## config.mk

```make
export PLATFORM = sky130hd
export DESIGN_NAME = fibonacci_of_gcd_mod_unit
export DESIGN_NICKNAME = d
export VERILOG_FILES = /design/src/fgm_pkg.sv /design/src/fgm_modmul.sv /design/src/fgm_divider.sv /design/src/fgm_datapath.sv /design/src/fgm_ctrl.sv /design/src/fibonacci_of_gcd_mod_unit.sv
export SDC_FILE = /design/constraint.sdc
export NUM_CORES = 2
export LEC_CHECK = 0
export ABC_AREA = 0
export BUFFER_PORTS_ARGS = -buffer_cell sky130_fd_sc_hd__buf_2
export CAP_MARGIN = 10
export CORE_AREA = 2 2 304 306
export DETAILED_ROUTE_END_ITERATION = 6
export DIE_AREA = 0 0 306 308
export GPL_TIMING_DRIVEN = 0
export PLACE_DENSITY = 0.72
export REMOVE_ABC_BUFFERS = 1
export SLEW_MARGIN = 10
export SYNTH_ARGS = -nofsm -noshare
export SYNTH_HDL_FRONTEND = slang
export SYNTH_SLANG_ARGS = --single-unit
```

## constraint.sdc

```tcl
create_clock -name i_clk -period 10.18 [get_ports i_clk]
set_clock_uncertainty 0.1 [all_clocks]
set_input_delay 2.036 -clock i_clk [delete_from_list [all_inputs] [get_ports i_clk]]
set_output_delay 2.036 -clock i_clk [all_outputs]
set_load 0.02 [all_outputs]
```

## src/fgm_pkg.sv

```systemverilog
// Shared types and constants for the Fibonacci-of-GCD modulo unit.
package fgm_pkg;

    localparam int unsigned DATA_W = 32;
    localparam logic [DATA_W-1:0] MODULUS_RESET = 32'd100000000;
    localparam logic [DATA_W-1:0] ADDR_MODULUS = 32'd0;

    typedef enum logic [3:0] {
        ST_IDLE,
        ST_GCD,
        ST_GCD_WAIT,
        ST_CHECK,
        ST_MUL_START,
        ST_MUL_WAIT,
        ST_NEXT,
        ST_DONE
    } t_state;

    typedef enum logic [1:0] {
        DP_NONE,
        DP_LOAD,
        DP_GCD_STEP,
        DP_MAT_INIT
    } t_dp_op;

    // Controller to datapath commands.
    typedef struct packed {
        t_dp_op op;
        logic   mul_start;  // start a matrix multiply
        logic   mul_acc;    // 1: acc = acc*base, 0: base = base*base
        logic   shift_exp;  // shift exponent one bit
        logic   emit;       // drive a result
    } t_cmd;

    // Datapath to controller status.
    typedef struct packed {
        logic gcd_done;     // divisor is zero
        logic div_busy;
        logic small_g;      // g <= 2
        logic exp_zero;
        logic exp_lsb;
        logic mul_busy;
    } t_status;

endpackage

```

## src/fgm_modmul.sv

```systemverilog
// Sequential modular multiplier: shift-add, one multiplier bit per cycle.
module fgm_modmul (
    input  logic                      i_clk,
    input  logic                      i_rst_n,
    input  logic                      i_start,
    input  logic [fgm_pkg::DATA_W-1:0] i_a,
    input  logic [fgm_pkg::DATA_W-1:0] i_b,
    input  logic [fgm_pkg::DATA_W:0]   i_m,
    output logic                      o_busy,
    output logic [fgm_pkg::DATA_W-1:0] o_p
);
    import fgm_pkg::*;

    logic [DATA_W:0]   r_acc, n_acc;
    logic [DATA_W:0]   r_a, n_a;
    logic [DATA_W-1:0] r_b, n_b;
    logic [5:0]        r_cnt, n_cnt;
    logic              r_busy, n_busy;
    logic [DATA_W+1:0] dbl, sum, sum2;

    // Interleaved multiplication: acc = 2*acc + a*bit, reduced each step.
    always_comb begin
        n_acc  = r_acc;
        n_a    = r_a;
        n_b    = r_b;
        n_cnt  = r_cnt;
        n_busy = r_busy;
        dbl    = {r_acc, 1'b0};
        if (dbl >= {1'b0, i_m}) begin
            dbl = dbl - {1'b0, i_m};
        end
        sum = dbl + (r_b[DATA_W-1] ? {1'b0, r_a} : '0);
        sum2 = sum;
        if (sum2 >= {1'b0, i_m}) begin
            sum2 = sum2 - {1'b0, i_m};
        end
        if (i_start) begin
            n_acc  = '0;
            n_a    = {1'b0, i_a};
            n_b    = i_b;
            n_cnt  = 6'(DATA_W);
            n_busy = 1'b1;
        end else if (r_busy) begin
            n_acc = sum2[DATA_W:0];
            n_b   = {r_b[DATA_W-2:0], 1'b0};
            n_cnt = r_cnt - 6'd1;
            if (r_cnt == 6'd1) begin
                n_busy = 1'b0;
            end
        end
    end

    always_ff @(posedge i_clk) begin
        if (!i_rst_n) begin
            r_busy <= 1'b0;
            r_cnt  <= '0;
        end else begin
            r_busy <= n_busy;
            r_cnt  <= n_cnt;
        end
        r_acc <= n_acc;
        r_a   <= n_a;
        r_b   <= n_b;
    end

    assign o_busy = r_busy;
    assign o_p    = r_acc[DATA_W-1:0];

endmodule

```

## src/fgm_divider.sv

```systemverilog
// Restoring divider that returns the remainder, one quotient bit per cycle.
module fgm_divider #(
    parameter int unsigned W = 32
) (
    input  logic         i_clk,
    input  logic         i_rst_n,
    input  logic         i_start,
    input  logic [W-1:0] i_num,
    input  logic [W-1:0] i_den,
    output logic         o_busy,
    output logic [W-1:0] o_rem
);
    import fgm_pkg::*;

    localparam int unsigned CW = $clog2(W + 1);

    logic [W-1:0]  r_rem, n_rem;
    logic [W-1:0]  r_num, n_num;
    logic [W-1:0]  r_den, n_den;
    logic [CW-1:0] r_cnt, n_cnt;
    logic          r_busy, n_busy;
    logic [W:0]    trial;

    always_comb begin
        n_rem  = r_rem;
        n_num  = r_num;
        n_den  = r_den;
        n_cnt  = r_cnt;
        n_busy = r_busy;
        trial  = {r_rem, r_num[W-1]};
        if (i_start) begin
            n_rem  = '0;
            n_num  = i_num;
            n_den  = i_den;
            n_cnt  = CW'(W);
            n_busy = 1'b1;
        end else if (r_busy) begin
            if (trial >= {1'b0, r_den}) begin
                trial = trial - {1'b0, r_den};
            end
            n_rem = trial[W-1:0];
            n_num = {r_num[W-2:0], 1'b0};
            n_cnt = r_cnt - CW'(1);
            if (r_cnt == CW'(1)) begin
                n_busy = 1'b0;
            end
        end
    end

    always_ff @(posedge i_clk) begin
        if (!i_rst_n) begin
            r_busy <= 1'b0;
            r_cnt  <= '0;
        end else begin
            r_busy <= n_busy;
            r_cnt  <= n_cnt;
        end
        r_rem <= n_rem;
        r_num <= n_num;
        r_den <= n_den;
    end

    assign o_busy = r_busy;
    assign o_rem  = r_rem;

endmodule

```

## src/fgm_datapath.sv

```systemverilog
// Datapath: Euclid registers, exponent, 2x2 matrices and arithmetic units.
module fgm_datapath #(
    parameter int unsigned INDEX_WIDTH = 32
) (
    input  logic                       i_clk,
    input  logic                       i_rst_n,
    input  fgm_pkg::t_cmd              i_cmd,
    input  logic [INDEX_WIDTH-1:0]     i_a,
    input  logic [INDEX_WIDTH-1:0]     i_b,
    input  logic [fgm_pkg::DATA_W-1:0] i_modulus,
    output fgm_pkg::t_status           o_status,
    output logic [fgm_pkg::DATA_W-1:0] o_result
);
    import fgm_pkg::*;

    logic [INDEX_WIDTH-1:0] r_ga, r_gb, r_exp;
    logic [DATA_W-1:0]      r_acc [4];
    logic [DATA_W-1:0]      r_base [4];
    logic [DATA_W-1:0]      r_tmp [4];
    logic [DATA_W-1:0]      r_p0;
    logic [2:0]             r_step;
    logic                   r_mul_acc;
    logic                   r_mbusy;
    logic                   r_issue;
    logic                   r_gb_pending;
    logic [DATA_W:0]        mod_w;
    logic [DATA_W-1:0]      one_m;
    logic                   div_busy, mul_busy, mul_start;
    logic                   mul_done;
    logic                   sel_acc;
    logic [INDEX_WIDTH-1:0] rem;
    logic [DATA_W-1:0]      prod, ma, mb;
    logic [DATA_W:0]        psum;
    logic [DATA_W-1:0]      psum_m;
    logic                   div_start;
    logic [1:0]             ia, ja;

    assign mod_w = (i_modulus == '0) ? {1'b1, {DATA_W{1'b0}}} : {1'b0, i_modulus};
    assign one_m = (i_modulus == DATA_W'(1)) ? '0 : DATA_W'(1);
    assign div_start = (i_cmd.op == DP_LOAD) ? 1'b0 : (i_cmd.op == DP_GCD_STEP);

    fgm_divider #(.W(INDEX_WIDTH)) u_div (
        .i_clk   (i_clk),
        .i_rst_n (i_rst_n),
        .i_start (div_start),
        .i_num   (r_ga),
        .i_den   (r_gb),
        .o_busy  (div_busy),
        .o_rem   (rem)
    );

    // Eight products per matrix multiply; step = 2*entry + term.
    // The first product starts with the command, before r_mul_acc is loaded.
    assign sel_acc = i_cmd.mul_start ? i_cmd.mul_acc : r_mul_acc;
    assign ia = {1'b0, r_step[2]};
    assign ja = {1'b0, r_step[1]};
    always_comb begin
        if (!r_step[0]) begin
            ma = sel_acc ? r_acc[{ia[0], 1'b0}] : r_base[{ia[0], 1'b0}];
            mb = r_base[{1'b0, ja[0]}];
        end else begin
            ma = sel_acc ? r_acc[{ia[0], 1'b1}] : r_base[{ia[0], 1'b1}];
            mb = r_base[{1'b1, ja[0]}];
        end
    end

    // A product is taken when the multiplier goes idle; the next product is
    // issued in the following cycle, once the step has advanced.
    assign mul_done  = r_mbusy && !mul_busy && !r_issue;
    assign mul_start = i_cmd.mul_start || r_issue;

    always_ff @(posedge i_clk) begin
        if (!i_rst_n) begin
            r_issue <= 1'b0;
        end else begin
            r_issue <= mul_done && (r_step != 3'd7);
        end
    end

    fgm_modmul u_mul (
        .i_clk   (i_clk),
        .i_rst_n (i_rst_n),
        .i_start (mul_start),
        .i_a     (ma),
        .i_b     (mb),
        .i_m     (mod_w),
        .o_busy  (mul_busy),
        .o_p     (prod)
    );

    assign psum   = {1'b0, r_p0} + {1'b0, prod};
    assign psum_m = (psum >= mod_w) ? DATA_W'(psum - mod_w) : psum[DATA_W-1:0];

    always_ff @(posedge i_clk) begin
        if (!i_rst_n) begin
            r_mbusy <= 1'b0;
            r_step  <= '0;
        end else if (i_cmd.mul_start) begin
            r_mbusy   <= 1'b1;
            r_step    <= '0;
            r_mul_acc <= i_cmd.mul_acc;
        end else if (mul_done) begin
            if (!r_step[0]) begin
                r_p0 <= prod;
            end else begin
                r_tmp[r_step[2:1]] <= psum_m;
            end
            r_step <= r_step + 3'd1;
            if (r_step == 3'd7) begin
                r_mbusy <= 1'b0;
            end
        end
        if (mul_done && r_step == 3'd7) begin
            for (int k = 0; k < 4; k++) begin
                if (r_mul_acc) begin
                    r_acc[k] <= (k == 3) ? psum_m : r_tmp[k];
                end else begin
                    r_base[k] <= (k == 3) ? psum_m : r_tmp[k];
                end
            end
        end
        unique case (i_cmd.op)
            DP_LOAD: begin
                r_ga <= i_a;
                r_gb <= i_b;
            end
            DP_GCD_STEP: begin
                r_ga <= r_gb;
            end
            DP_MAT_INIT: begin
                r_exp     <= r_ga - INDEX_WIDTH'(1);
                r_acc[0]  <= one_m;
                r_acc[1]  <= '0;
                r_acc[2]  <= '0;
                r_acc[3]  <= one_m;
                r_base[0] <= one_m;
                r_base[1] <= one_m;
                r_base[2] <= one_m;
                r_base[3] <= '0;
            end
            default: begin
            end
        endcase
        if (i_cmd.op == DP_NONE && !div_busy && r_gb_pending) begin
            r_gb <= rem;
        end
        if (i_cmd.shift_exp) begin
            r_exp <= r_exp >> 1;
        end
    end

    // Remainder lands in gb once the divider finishes.
    always_ff @(posedge i_clk) begin
        if (!i_rst_n) begin
            r_gb_pending <= 1'b0;
        end else if (i_cmd.op == DP_GCD_STEP) begin
            r_gb_pending <= 1'b1;
        end else if (!div_busy) begin
            r_gb_pending <= 1'b0;
        end
    end

    assign o_status.gcd_done = (r_gb == '0);
    assign o_status.div_busy = div_busy || r_gb_pending;
    assign o_status.small_g  = (r_ga <= INDEX_WIDTH'(2));
    assign o_status.exp_zero = (r_exp == '0);
    assign o_status.exp_lsb  = r_exp[0];
    assign o_status.mul_busy = r_mbusy;
    assign o_result = o_status.small_g ? one_m : r_acc[0];

endmodule

```

## src/fgm_ctrl.sv

```systemverilog
// Controller state machine sequencing Euclid and matrix exponentiation.
module fgm_ctrl (
    input  logic             i_clk,
    input  logic             i_rst_n,
    input  logic             i_start,
    input  fgm_pkg::t_status i_status,
    output fgm_pkg::t_cmd    o_cmd,
    output logic             o_busy,
    output logic             o_valid
);
    import fgm_pkg::*;

    t_state r_state, n_state;

    always_comb begin
        n_state = r_state;
        unique case (r_state)
            ST_IDLE:      if (i_start) n_state = ST_GCD;
            ST_GCD: begin
                if (i_status.gcd_done) begin
                    n_state = ST_CHECK;
                end else begin
                    n_state = ST_GCD_WAIT;
                end
            end
            ST_GCD_WAIT:  if (!i_status.div_busy) n_state = ST_GCD;
            ST_CHECK:     n_state = i_status.small_g ? ST_DONE : ST_NEXT;
            ST_NEXT:      n_state = i_status.exp_zero ? ST_DONE : ST_MUL_START;
            ST_MUL_START: n_state = ST_MUL_WAIT;
            ST_MUL_WAIT:  if (!i_status.mul_busy) n_state = ST_NEXT;
            ST_DONE:      n_state = ST_IDLE;
            default:      n_state = ST_IDLE;
        endcase
    end

    // The multiply phase alternates: odd exponent bit does acc*base first,
    // then base*base with an exponent shift.
    logic r_sq_pending;
    always_ff @(posedge i_clk) begin
        if (!i_rst_n) begin
            r_state      <= ST_IDLE;
            r_sq_pending <= 1'b0;
        end else begin
            r_state <= n_state;
            if (r_state == ST_MUL_START) begin
                r_sq_pending <= !r_sq_pending && i_status.exp_lsb;
            end else if (r_state == ST_CHECK) begin
                r_sq_pending <= 1'b0;
            end
        end
    end

    always_comb begin
        o_cmd = '{op: DP_NONE, mul_start: 1'b0, mul_acc: 1'b0,
                  shift_exp: 1'b0, emit: 1'b0};
        unique case (r_state)
            ST_IDLE:  if (i_start) o_cmd.op = DP_LOAD;
            ST_GCD:   if (!i_status.gcd_done) o_cmd.op = DP_GCD_STEP;
            ST_CHECK: o_cmd.op = DP_MAT_INIT;
            ST_MUL_START: begin
                o_cmd.mul_start = 1'b1;
                o_cmd.mul_acc   = !r_sq_pending && i_status.exp_lsb;
                o_cmd.shift_exp = !(!r_sq_pending && i_status.exp_lsb);
            end
            ST_DONE:  o_cmd.emit = 1'b1;
            default: begin
            end
        endcase
    end

    assign o_busy  = (r_state != ST_IDLE);
    assign o_valid = o_cmd.emit;

    a_one_cycle: assert property (@(posedge i_clk) disable iff (!i_rst_n)
        (r_state == ST_DONE) |=> (r_state == ST_IDLE)) else $error("done held");
    a_no_dual: assert property (@(posedge i_clk) disable iff (!i_rst_n)
        !(o_cmd.mul_start && o_cmd.op != DP_NONE)) else $error("cmd clash");
    a_start_gcd: assert property (@(posedge i_clk) disable iff (!i_rst_n)
        (i_start && r_state == ST_IDLE) |=> (r_state == ST_GCD)) else $error("start");

endmodule

```

## src/fibonacci_of_gcd_mod_unit.sv

```systemverilog
// Top level of the Fibonacci-of-GCD modulo unit with its APB register.
// Euclid runs one divider pass per remainder step; then each exponent bit
// takes one or two matrix multiplies of eight products each.
// Throughput: one item at a time; busy stays high until the result strobe.
// The result is on o_fib_mod for exactly one cycle with o_done; it cannot stall.
// Synchronous active-low reset returns the controller to idle and the modulus
// register to 100000000.
module fibonacci_of_gcd_mod_unit #(
    parameter int unsigned INDEX_WIDTH = 32
) (
    input  logic                   i_clk,
    input  logic                   i_rst_n,
    input  logic                   start,
    output logic                   busy,
    input  logic [INDEX_WIDTH-1:0] i_first_index,
    input  logic [INDEX_WIDTH-1:0] i_second_index,
    output logic                   o_done,
    output logic [31:0]            o_fib_mod,
    input  logic                   psel,
    input  logic                   penable,
    input  logic                   pwrite,
    input  logic                   paddr,
    input  logic [31:0]            pwdata,
    output logic [31:0]            prdata,
    output logic                   pready
);
    import fgm_pkg::*;

    t_cmd              cmd;
    t_status           status;
    logic [DATA_W-1:0] r_modulus;
    logic              wr_en;

    // The single register sits at byte address zero; paddr is one bit wide.
    assign pready = 1'b1;
    assign wr_en  = psel && penable && pwrite;
    assign prdata = paddr ? '0 : r_modulus;

    always_ff @(posedge i_clk) begin
        if (!i_rst_n) begin
            r_modulus <= MODULUS_RESET;
        end else if (wr_en && !paddr) begin
            r_modulus <= pwdata;
        end
    end

    fgm_ctrl u_ctrl (
        .i_clk    (i_clk),
        .i_rst_n  (i_rst_n),
        .i_start  (start),
        .i_status (status),
        .o_cmd    (cmd),
        .o_busy   (busy),
        .o_valid  (o_done)
    );

    fgm_datapath #(.INDEX_WIDTH(INDEX_WIDTH)) u_dp (
        .i_clk     (i_clk),
        .i_rst_n   (i_rst_n),
        .i_cmd     (cmd),
        .i_a       (i_first_index),
        .i_b       (i_second_index),
        .i_modulus (r_modulus),
        .o_status  (status),
        .o_result  (o_fib_mod)
    );

    a_done_busy: assert property (@(posedge i_clk) disable iff (!i_rst_n)
        o_done |-> busy) else $error("done while idle");
    a_mod_hold: assert property (@(posedge i_clk) disable iff (!i_rst_n)
        (busy && !(psel && penable && pwrite)) |=> $stable(r_modulus))
        else $error("modulus changed");
    a_rdy: assert property (@(posedge i_clk) pready) else $error("pready low");

endmodule

```

======== After elaboration in Yosys (flattened, before gate mapping) ========
Memories as Yosys holds them, arrays and structs flattened. A register that Yosys moved wholly into a read port is not among the register bits.
Cells that the tools add are included.
cells by class
  bitwise gates (word level) .............. 11
  multiplexer cells ....................... 86
  reduce and logical (&&, ||, !) cells .... 38
  equal/unequal tests ..................... 19
  add/sub/neg operators ................... 10
  magnitude comparators ................... 5
operators with widths
  operator                                                         number
  two-way mux 32 bit                                               23
  zero test 32 bit                                                 3
  greater-or-equal comparator 34 x 33 -> 1 bit                     2
  two-way mux 33 bit                                               2
  one-hot mux 32 bit (2 select lines)                              1
  subtractor 32 bit                                                2
  two-way mux 31 bit                                               2
  adder 34 x 32 -> 34 bit                                          1
  two-way mux 34 bit                                               1
  subtractor 34 x 33 -> 34 bit                                     1
  adder 32 x 32 -> 33 bit                                          1
  greater-or-equal comparator 33 x 32 -> 1 bit                     1
  greater-or-equal comparator 33 bit                               1
  two-way mux 1 bit                                                33
  subtractor 33 bit                                                1
  == test 32 x 1 -> 1 bit, second input constant                   1
  less-or-equal comparator 32 x 2 -> 1 bit, second input constant  1
  subtractor 32 x 1 -> 32 bit, second input constant               1
  two-way mux 2 bit                                                14
  one-hot mux 4 bit (7 select lines)                               1
  two-way mux 6 bit                                                4
  == test 4 x 3 -> 1 bit, second input constant                    4
  nonzero test 2 bit                                               8
  == test 6 x 1 -> 1 bit, second input constant                    2
  25 further kinds                                                 58
word-level totals
  bits of input ports ..................... 103
  RAM bits ................................ 384
  output and inout bits ................... 67
  register bits after elaboration ......... 379
  memories kept ........................... 3
memory list
  name         depth  bits a word  read ports  clocked after Yosys merged registers in  wr ports  RTL line            source
  u_dp.r_acc   4      32           3           2                                        4         fgm_datapath.sv:17  logic [DATA_W-1:0] r_acc [4];
  u_dp.r_base  4      32           4           4                                        4         fgm_datapath.sv:18  logic [DATA_W-1:0] r_base [4];
  u_dp.r_tmp   4      32           3           0                                        1         fgm_datapath.sv:19  logic [DATA_W-1:0] r_tmp [4];

======== Logic depth before layout (Yosys ltp) ========
  depth after elaboration ................. 7
  mapped depth ............................ 37
  mapped depth without buffers ............ 34

======== Cells and area by module ========
Synthesis repeated with hierarchy kept, for this count alone.
unflattened totals
  cells, all modules ...................... 4327
  area total of the unflattened synthesis .. 43190.2 um^2
by module, submodules not included
  module                     area an instance (um^2)  cells each  instances
  fgm_datapath               24927.7                  2296        1
  fgm_modmul                 10198.5                  1204        1
  fgm_divider                6145.9                   610         1
  fibonacci_of_gcd_mod_unit  1597.8                   177         1
  fgm_ctrl                   320.3                    40          1

======== Worst setup path after synthesis ========
Ideal clock, no wire load.
  path kind ............................... reg2reg
  from .................................... register r_modulus[1]
  to ...................................... register u_dp.u_mul.r_acc[32]
  path slack .............................. 2327 ps
  period minus slack after synthesis ...... 7853 ps
  cell stages (with the launch flop) ...... 36
  required time ........................... 9962 ps
  library setup time ...................... 118 ps
  arrival time ............................ 7635 ps
  path through ............................ dfxtp_1 -> nor4_1 -> nand4_1 -> nor2_1 -> nand2_1 -> ha_1 -> a211o_1 -> a31oi_1 -> o21ai_1 -> or3_1 -> o21ai_4 -> clkbuf_1 -> mux2_2 -> ha_1 -> nand3_1 -> nor4_1 -> o21ai_0 -> a21oi_1 -> o21ai_0 -> a21oi_1 -> a31o_2 -> a21oi_1 -> xnor2_1 -> ha_1 -> a21o_1 -> a21o_1 -> a221oi_1 -> nand2_1 -> o21ai_0 -> a21oi_1 -> a211o_1 -> or3_1 -> mux2_2 -> buf_2 -> or3_1 -> o2111a_1
between the ends
  word-level cells in the longest chain between the ends .. 7
ends and longest elaborated chain
  what                                                                                                 RTL line                            source
  start, declared                                                                                      fibonacci_of_gcd_mod_unit.sv:31     logic [DATA_W-1:0] r_modulus;
  start signal, assigned                                                                               fibonacci_of_gcd_mod_unit.sv:43     r_modulus <= pwdata;
  zero test 32 bit                                                                                     fgm_datapath.sv:38                  assign mod_w = (i_modulus == '0) ? {1'b1, {DATA_W{1'b0}}} : {1'b0, i_modulus};
  two-way mux 33 bit (*)                                                                               fgm_datapath.sv:38
  subtractor 34 x 33 -> 34 bit / greater-or-equal comparator 34 x 33 -> 1 bit (equally long branches)  fgm_modmul.sv:30, fgm_modmul.sv:29
  two-way mux 34 bit                                                                                   fgm_modmul.sv:29                    if (dbl >= {1'b0, i_m}) begin
  adder 34 x 32 -> 34 bit                                                                              fgm_modmul.sv:32                    sum = dbl + (r_b[DATA_W-1] ? {1'b0, r_a} : '0);
  subtractor 33 bit / greater-or-equal comparator 34 x 33 -> 1 bit (equally long branches)             fgm_modmul.sv:35, fgm_modmul.sv:34
  two-way mux 33 bit (*)                                                                               fgm_modmul.sv:34                    if (sum2 >= {1'b0, i_m}) begin
  end signal, assigned                                                                                 fgm_modmul.sv:61                    r_acc <= n_acc;
  end, declared                                                                                        fgm_modmul.sv:14                    logic [DATA_W:0] r_acc, n_acc;
Mark *: on every way between the ends. The rest lies on a longest branch, timed or not.
A chain may end at the register's enable or synchronous reset.

======== Worst setup path in the final report ========
Same ends and word-level chain as after synthesis.

==> metrics.md <==
| Metric | Value |
|---|---|
| Layout cells sized above 1 | `0.1548` |
| CP Max Fanout | `40` |
| Fin worst setup slack | `about 0.57 ns` |
| I/O Pins | `170` |
| Period Utilization, post-route | `0.9443` |
| Post-route ant nets | `0` |
| Slowest stage delay, CP | `roughly 0.51 ns` |
| WP buf/inv | `2` |
| Starting Density | `0.4465` |
| Cells after Synth | `between 4000 and 5000` |
| Total grt overflow | `0` |
| Synthesis Warnings | `0` |
| Final Non-Filler Cells | `between 5000 and 6000` |
| Die ar. | `between 90000 and 100000 um2` |
| CP top delay family | `compound AO/OA/AOI/OAI gates` |
| Post-Place Cells | `around 5300` |
| Height of the die | `about 300 um` |
| Number of global-route vias before repair | `around 30000` |
| Area Growth Syn to Fin | `13.30%` |
| Total CTS buffers | `79` |
| Largest net degree at the start of global routing | `75` |
| Die span in x | `roughly 300 um` |
| DR WL/cell | `between 20 and 25 um` |
| Most used DFF post-synth | `edfxtp_1` |
| Hold path depth | `2` |
| Final Max Slew Viols | `0` |
| Clock root buffer | `clkbuf_16` |
| Worst rel slew slack | `0.1861` |
| Setup crit start kind | `flop` |
| Seq/Total Area, Yosys | `0.4642` |
| Dpl ws | `-0.7153 ns` |
| Clock sink total | `732` |
| CTS tree | `done` |
| Setup violations, final | `0` |
| Slowest CP cell | `or3_4` |
| HP Start | `u_dp.r_acc[2][24]` |
| Post-DP HPWL | `between 70000 and 80000 um` |
| Port buffer count | `roughly 170` |
| Final hold vios | `0` |
| Initial drt markers | `3252` |
| Worst-Margin Slew | `1.221 ns` |
| Area after DPL | `about 43000 um2` |
| Hold Path End | `u_dp.r_acc[2][24]` |
| Global-route wire length before repair | `171500 um` |
| WS Path Type | `reg2reg` |
| Max clock buf depth | `3` |
| Hold_ws | `~0.35 ns` |
| Post-Syn Area | `slightly above 40000 um2` |
| Fmax | `about 100 MHz` |
| # nets final | `~4500` |
| Core outline area | `between 90000 and 100000 um2` |
| Minimum clock period | `~9.6 ns` |
| RSZ-0062 raised after global routing | `no` |
| FF-to-FF End | `u_dp.u_mul.r_acc[32]` |
| H-tree Lvls | `3` |
| Cell area after layout | `46030 um2` |
| Post-Syn Area per Cell | `about 10 um2` |
| Post-synthesis cell type count | `just over 80` |
| Cell row count | `~110` |
| Clock latency on the worst-skew pair | `between 0.6 and 0.7 ns` |
| Reg-to-reg setup timing slack | `roughly 0.57 ns` |
| Number of flops mapped to enable cells by yosys | `420` |
| Ys async rst share | `0` |
| Initial antenna violation count | `3` |
| Worst R2R Path Depth | `34` |
| Avg Vias per Cell | `5.815` |
| Maximum VDD drop | `0.0005771 V` |
| Tightest Hold Check Type | `reg2reg` |
| Total GRT Usage | `0.2338` |
| CP arrival | `10.05 ns` |
| Outcome | `complete, no violations` |
| Critical path capture point type | `flop` |
| Vias | `between 30000 and 40000` |
| Yosys reg bits | `around 730` |
| Worst reg2reg path startpoint | `r_modulus[1]` |
| TritonRoute pass-1 iters | `6` |
| WL final | `roughly 110000 um` |
| DRC | `0` |
| Clk pin slew, worst setup/hold paths | `roughly 0.06 ns` |
| Gpl congestion | `0.9522` |
| P per Cell Area | `roughly 380 nW/um2` |
| CP required | `10.61 ns` |
| Max-cap viol count | `0` |
| Leak pwr | `between 15 and 20 nW` |
worst reg2reg max path, delay by kind of cell, from the launching register on:
kind | cells | cell delay, ns
adders and majority gates | 4 | 1.22
and+or+nand+nor | 11 | 2.90
buffers and inverters | 2 | 0.27
muxes | 1 | 0.47
xor gates and xnor gates | 1 | 0.20
DFF | 1 | 0.32
AOI/OAI and AO/OA | 15 | 4.03
flip-flops by register name, indices dropped and copies added (netlist names), 3 cells and up, named ones only:
register          flops
u_dp.r_gb            32
u_ctrl.r_state        3
r_modulus            32
u_dp.r_ga            32
u_dp.u_div.r_cnt      6
u_dp.r_p0            32
u_dp.r_tmp           96
u_dp.u_mul.r_a       32
u_dp.r_acc          128
u_dp.u_mul.r_acc     33
u_dp.u_mul.r_cnt      6
u_dp.r_step           3
u_dp.u_div.o_rem     32
u_dp.u_mul.r_b       32
u_dp.u_div.r_num     32
u_dp.r_base         128
u_dp.u_div.r_den     32
u_dp.r_exp           32
report_power, final:
part	internal (mW)	switching (mW)	leakage [nW]
Sequential	4.08	0.363	6.41
Combinational	4.11	5.84	9.96
Clock	1.67	1.27	1.28
Total	9.86	7.47	17.6
through the flow:
| step | utilization | total power [mW] | TNS, ns |
|---|---|---|---|
| after global placement | 0.4640 | 13.95 | -683.27 |
| final | 0.5059 | 17.33 | 0 |
| after detailed placement | 0.4754 | 14.14 | -17.93 |
| after floorplan | - | 11.76 | 0 |
| after global routing | 0.5058 | 18.42 | 0 |
| after CTS | 0.5046 | 17.17 | 0 |
area by class of cell:
cell class | count | area (um2)
Timing Repair Buffer | 222 | 1765
Multi-Input combinational cell | 2987 | 20740
Fill cell | 8025 | 44940
Tap cell | 1186 | 1484
Sequential cell | 732 | 18870
Clock buffer | 106 | 2161
Antenna cell | 5 | 12.51
Inverter | 137 | 521.8
Clock inverter | 40 | 466.7
routing by layer:
metal | GRT usage | share of wire | vias to the layer above
met5 | 0 | 0.00013 | -
met4 | 0.09394 | 0.036 | 2
met3 | 0.04198 | 0.072 | 220
met2 | 0.3873 | 0.47 | 1172
met1 | 0.3032 | 0.42 | 15180
li1 | - | - | 14920
cell families after synthesis:
kind of cell / synth area share
fa+ha+maj: 0.06672
xor+xnor: 0.04291
buf+inv: 0.03089
flops: 0.4642
other cells: 0.00009232
compound gates: 0.1414
mux: 0.1074
simple gates: 0.1463
cell usage after synthesis, drive strengths merged (54+ instances only):
cell    instances  area, um2
a21o           91      683.2
a21oi         443       2225
and2           68      425.4
clkbuf        162      609.3
dfxtp         312       6246
edfxtp        420      12610
ha            207       2590
inv           137      514.2
mux2          156       1760
mux4           96       2162
nand2         668       2507
nor2          244      915.9
nor2b          54      337.8
o21ai         157      797.0
xnor2         140       1226
xor2           59      516.8
placed cells by master (no fill, tap or decap), types with 18 or more instances in the layout:
master	Yosys	routed
nand2_1	668	663
a21oi_1	441	440
edfxtp_1	420	420
dfxtp_1	312	307
nor2_1	244	240
ha_1	207	205
buf_2	6	168
mux2_2	155	154
o21ai_0	153	151
xnor2_1	140	140
inv_1	136	133
mux4_2	96	96
a21o_1	91	91
clkbuf_16	0	81
and2_1	68	68
xor2_1	59	59
nor2b_1	54	54
nor3_1	53	52
nand3_1	50	49
mux2i_1	44	44
a211oi_1	42	41
nor4_1	43	41
nand2b_1	33	32
o21bai_1	31	31
a21boi_0	31	31
nand4_1	30	30
o211ai_1	22	22
clkbuf_1	161	21
a31oi_1	20	20
buf_4	1	18
how the worst max path moves through the flow:
| stage | startpoint | endpoint | slack, ns | cells past startpoint |
|---|---|---|---|---|
| 5_1_grt | r_modulus[27] | u_dp.u_mul.r_acc[32] | 0.11 | 34 |
| 3_3_place_gp | start | u_dp.r_base[3][0] | -4.82 | 7 |
| 3_5_place_dp | r_modulus[1] | u_dp.u_mul.r_acc[32] | -0.72 | 33 |
| 4_1_cts | r_modulus[1] | u_dp.u_mul.r_acc[32] | 0.10 | 33 |
| 6_report | r_modulus[1] | u_dp.u_mul.r_acc[32] | 0.57 | 34 |
| 2_1_floorplan | start | u_dp.r_base[0][0] | 1.41 | 6 |
repair_timing:
item,CTS,global route
gates cloned,2,1
gates resized for setup,2,10
setup endpoints to repair,33,33
hold buffers,0,0
pin swaps,1,1
buffers inserted,1,2
Power figures use the tool's default switching activity.
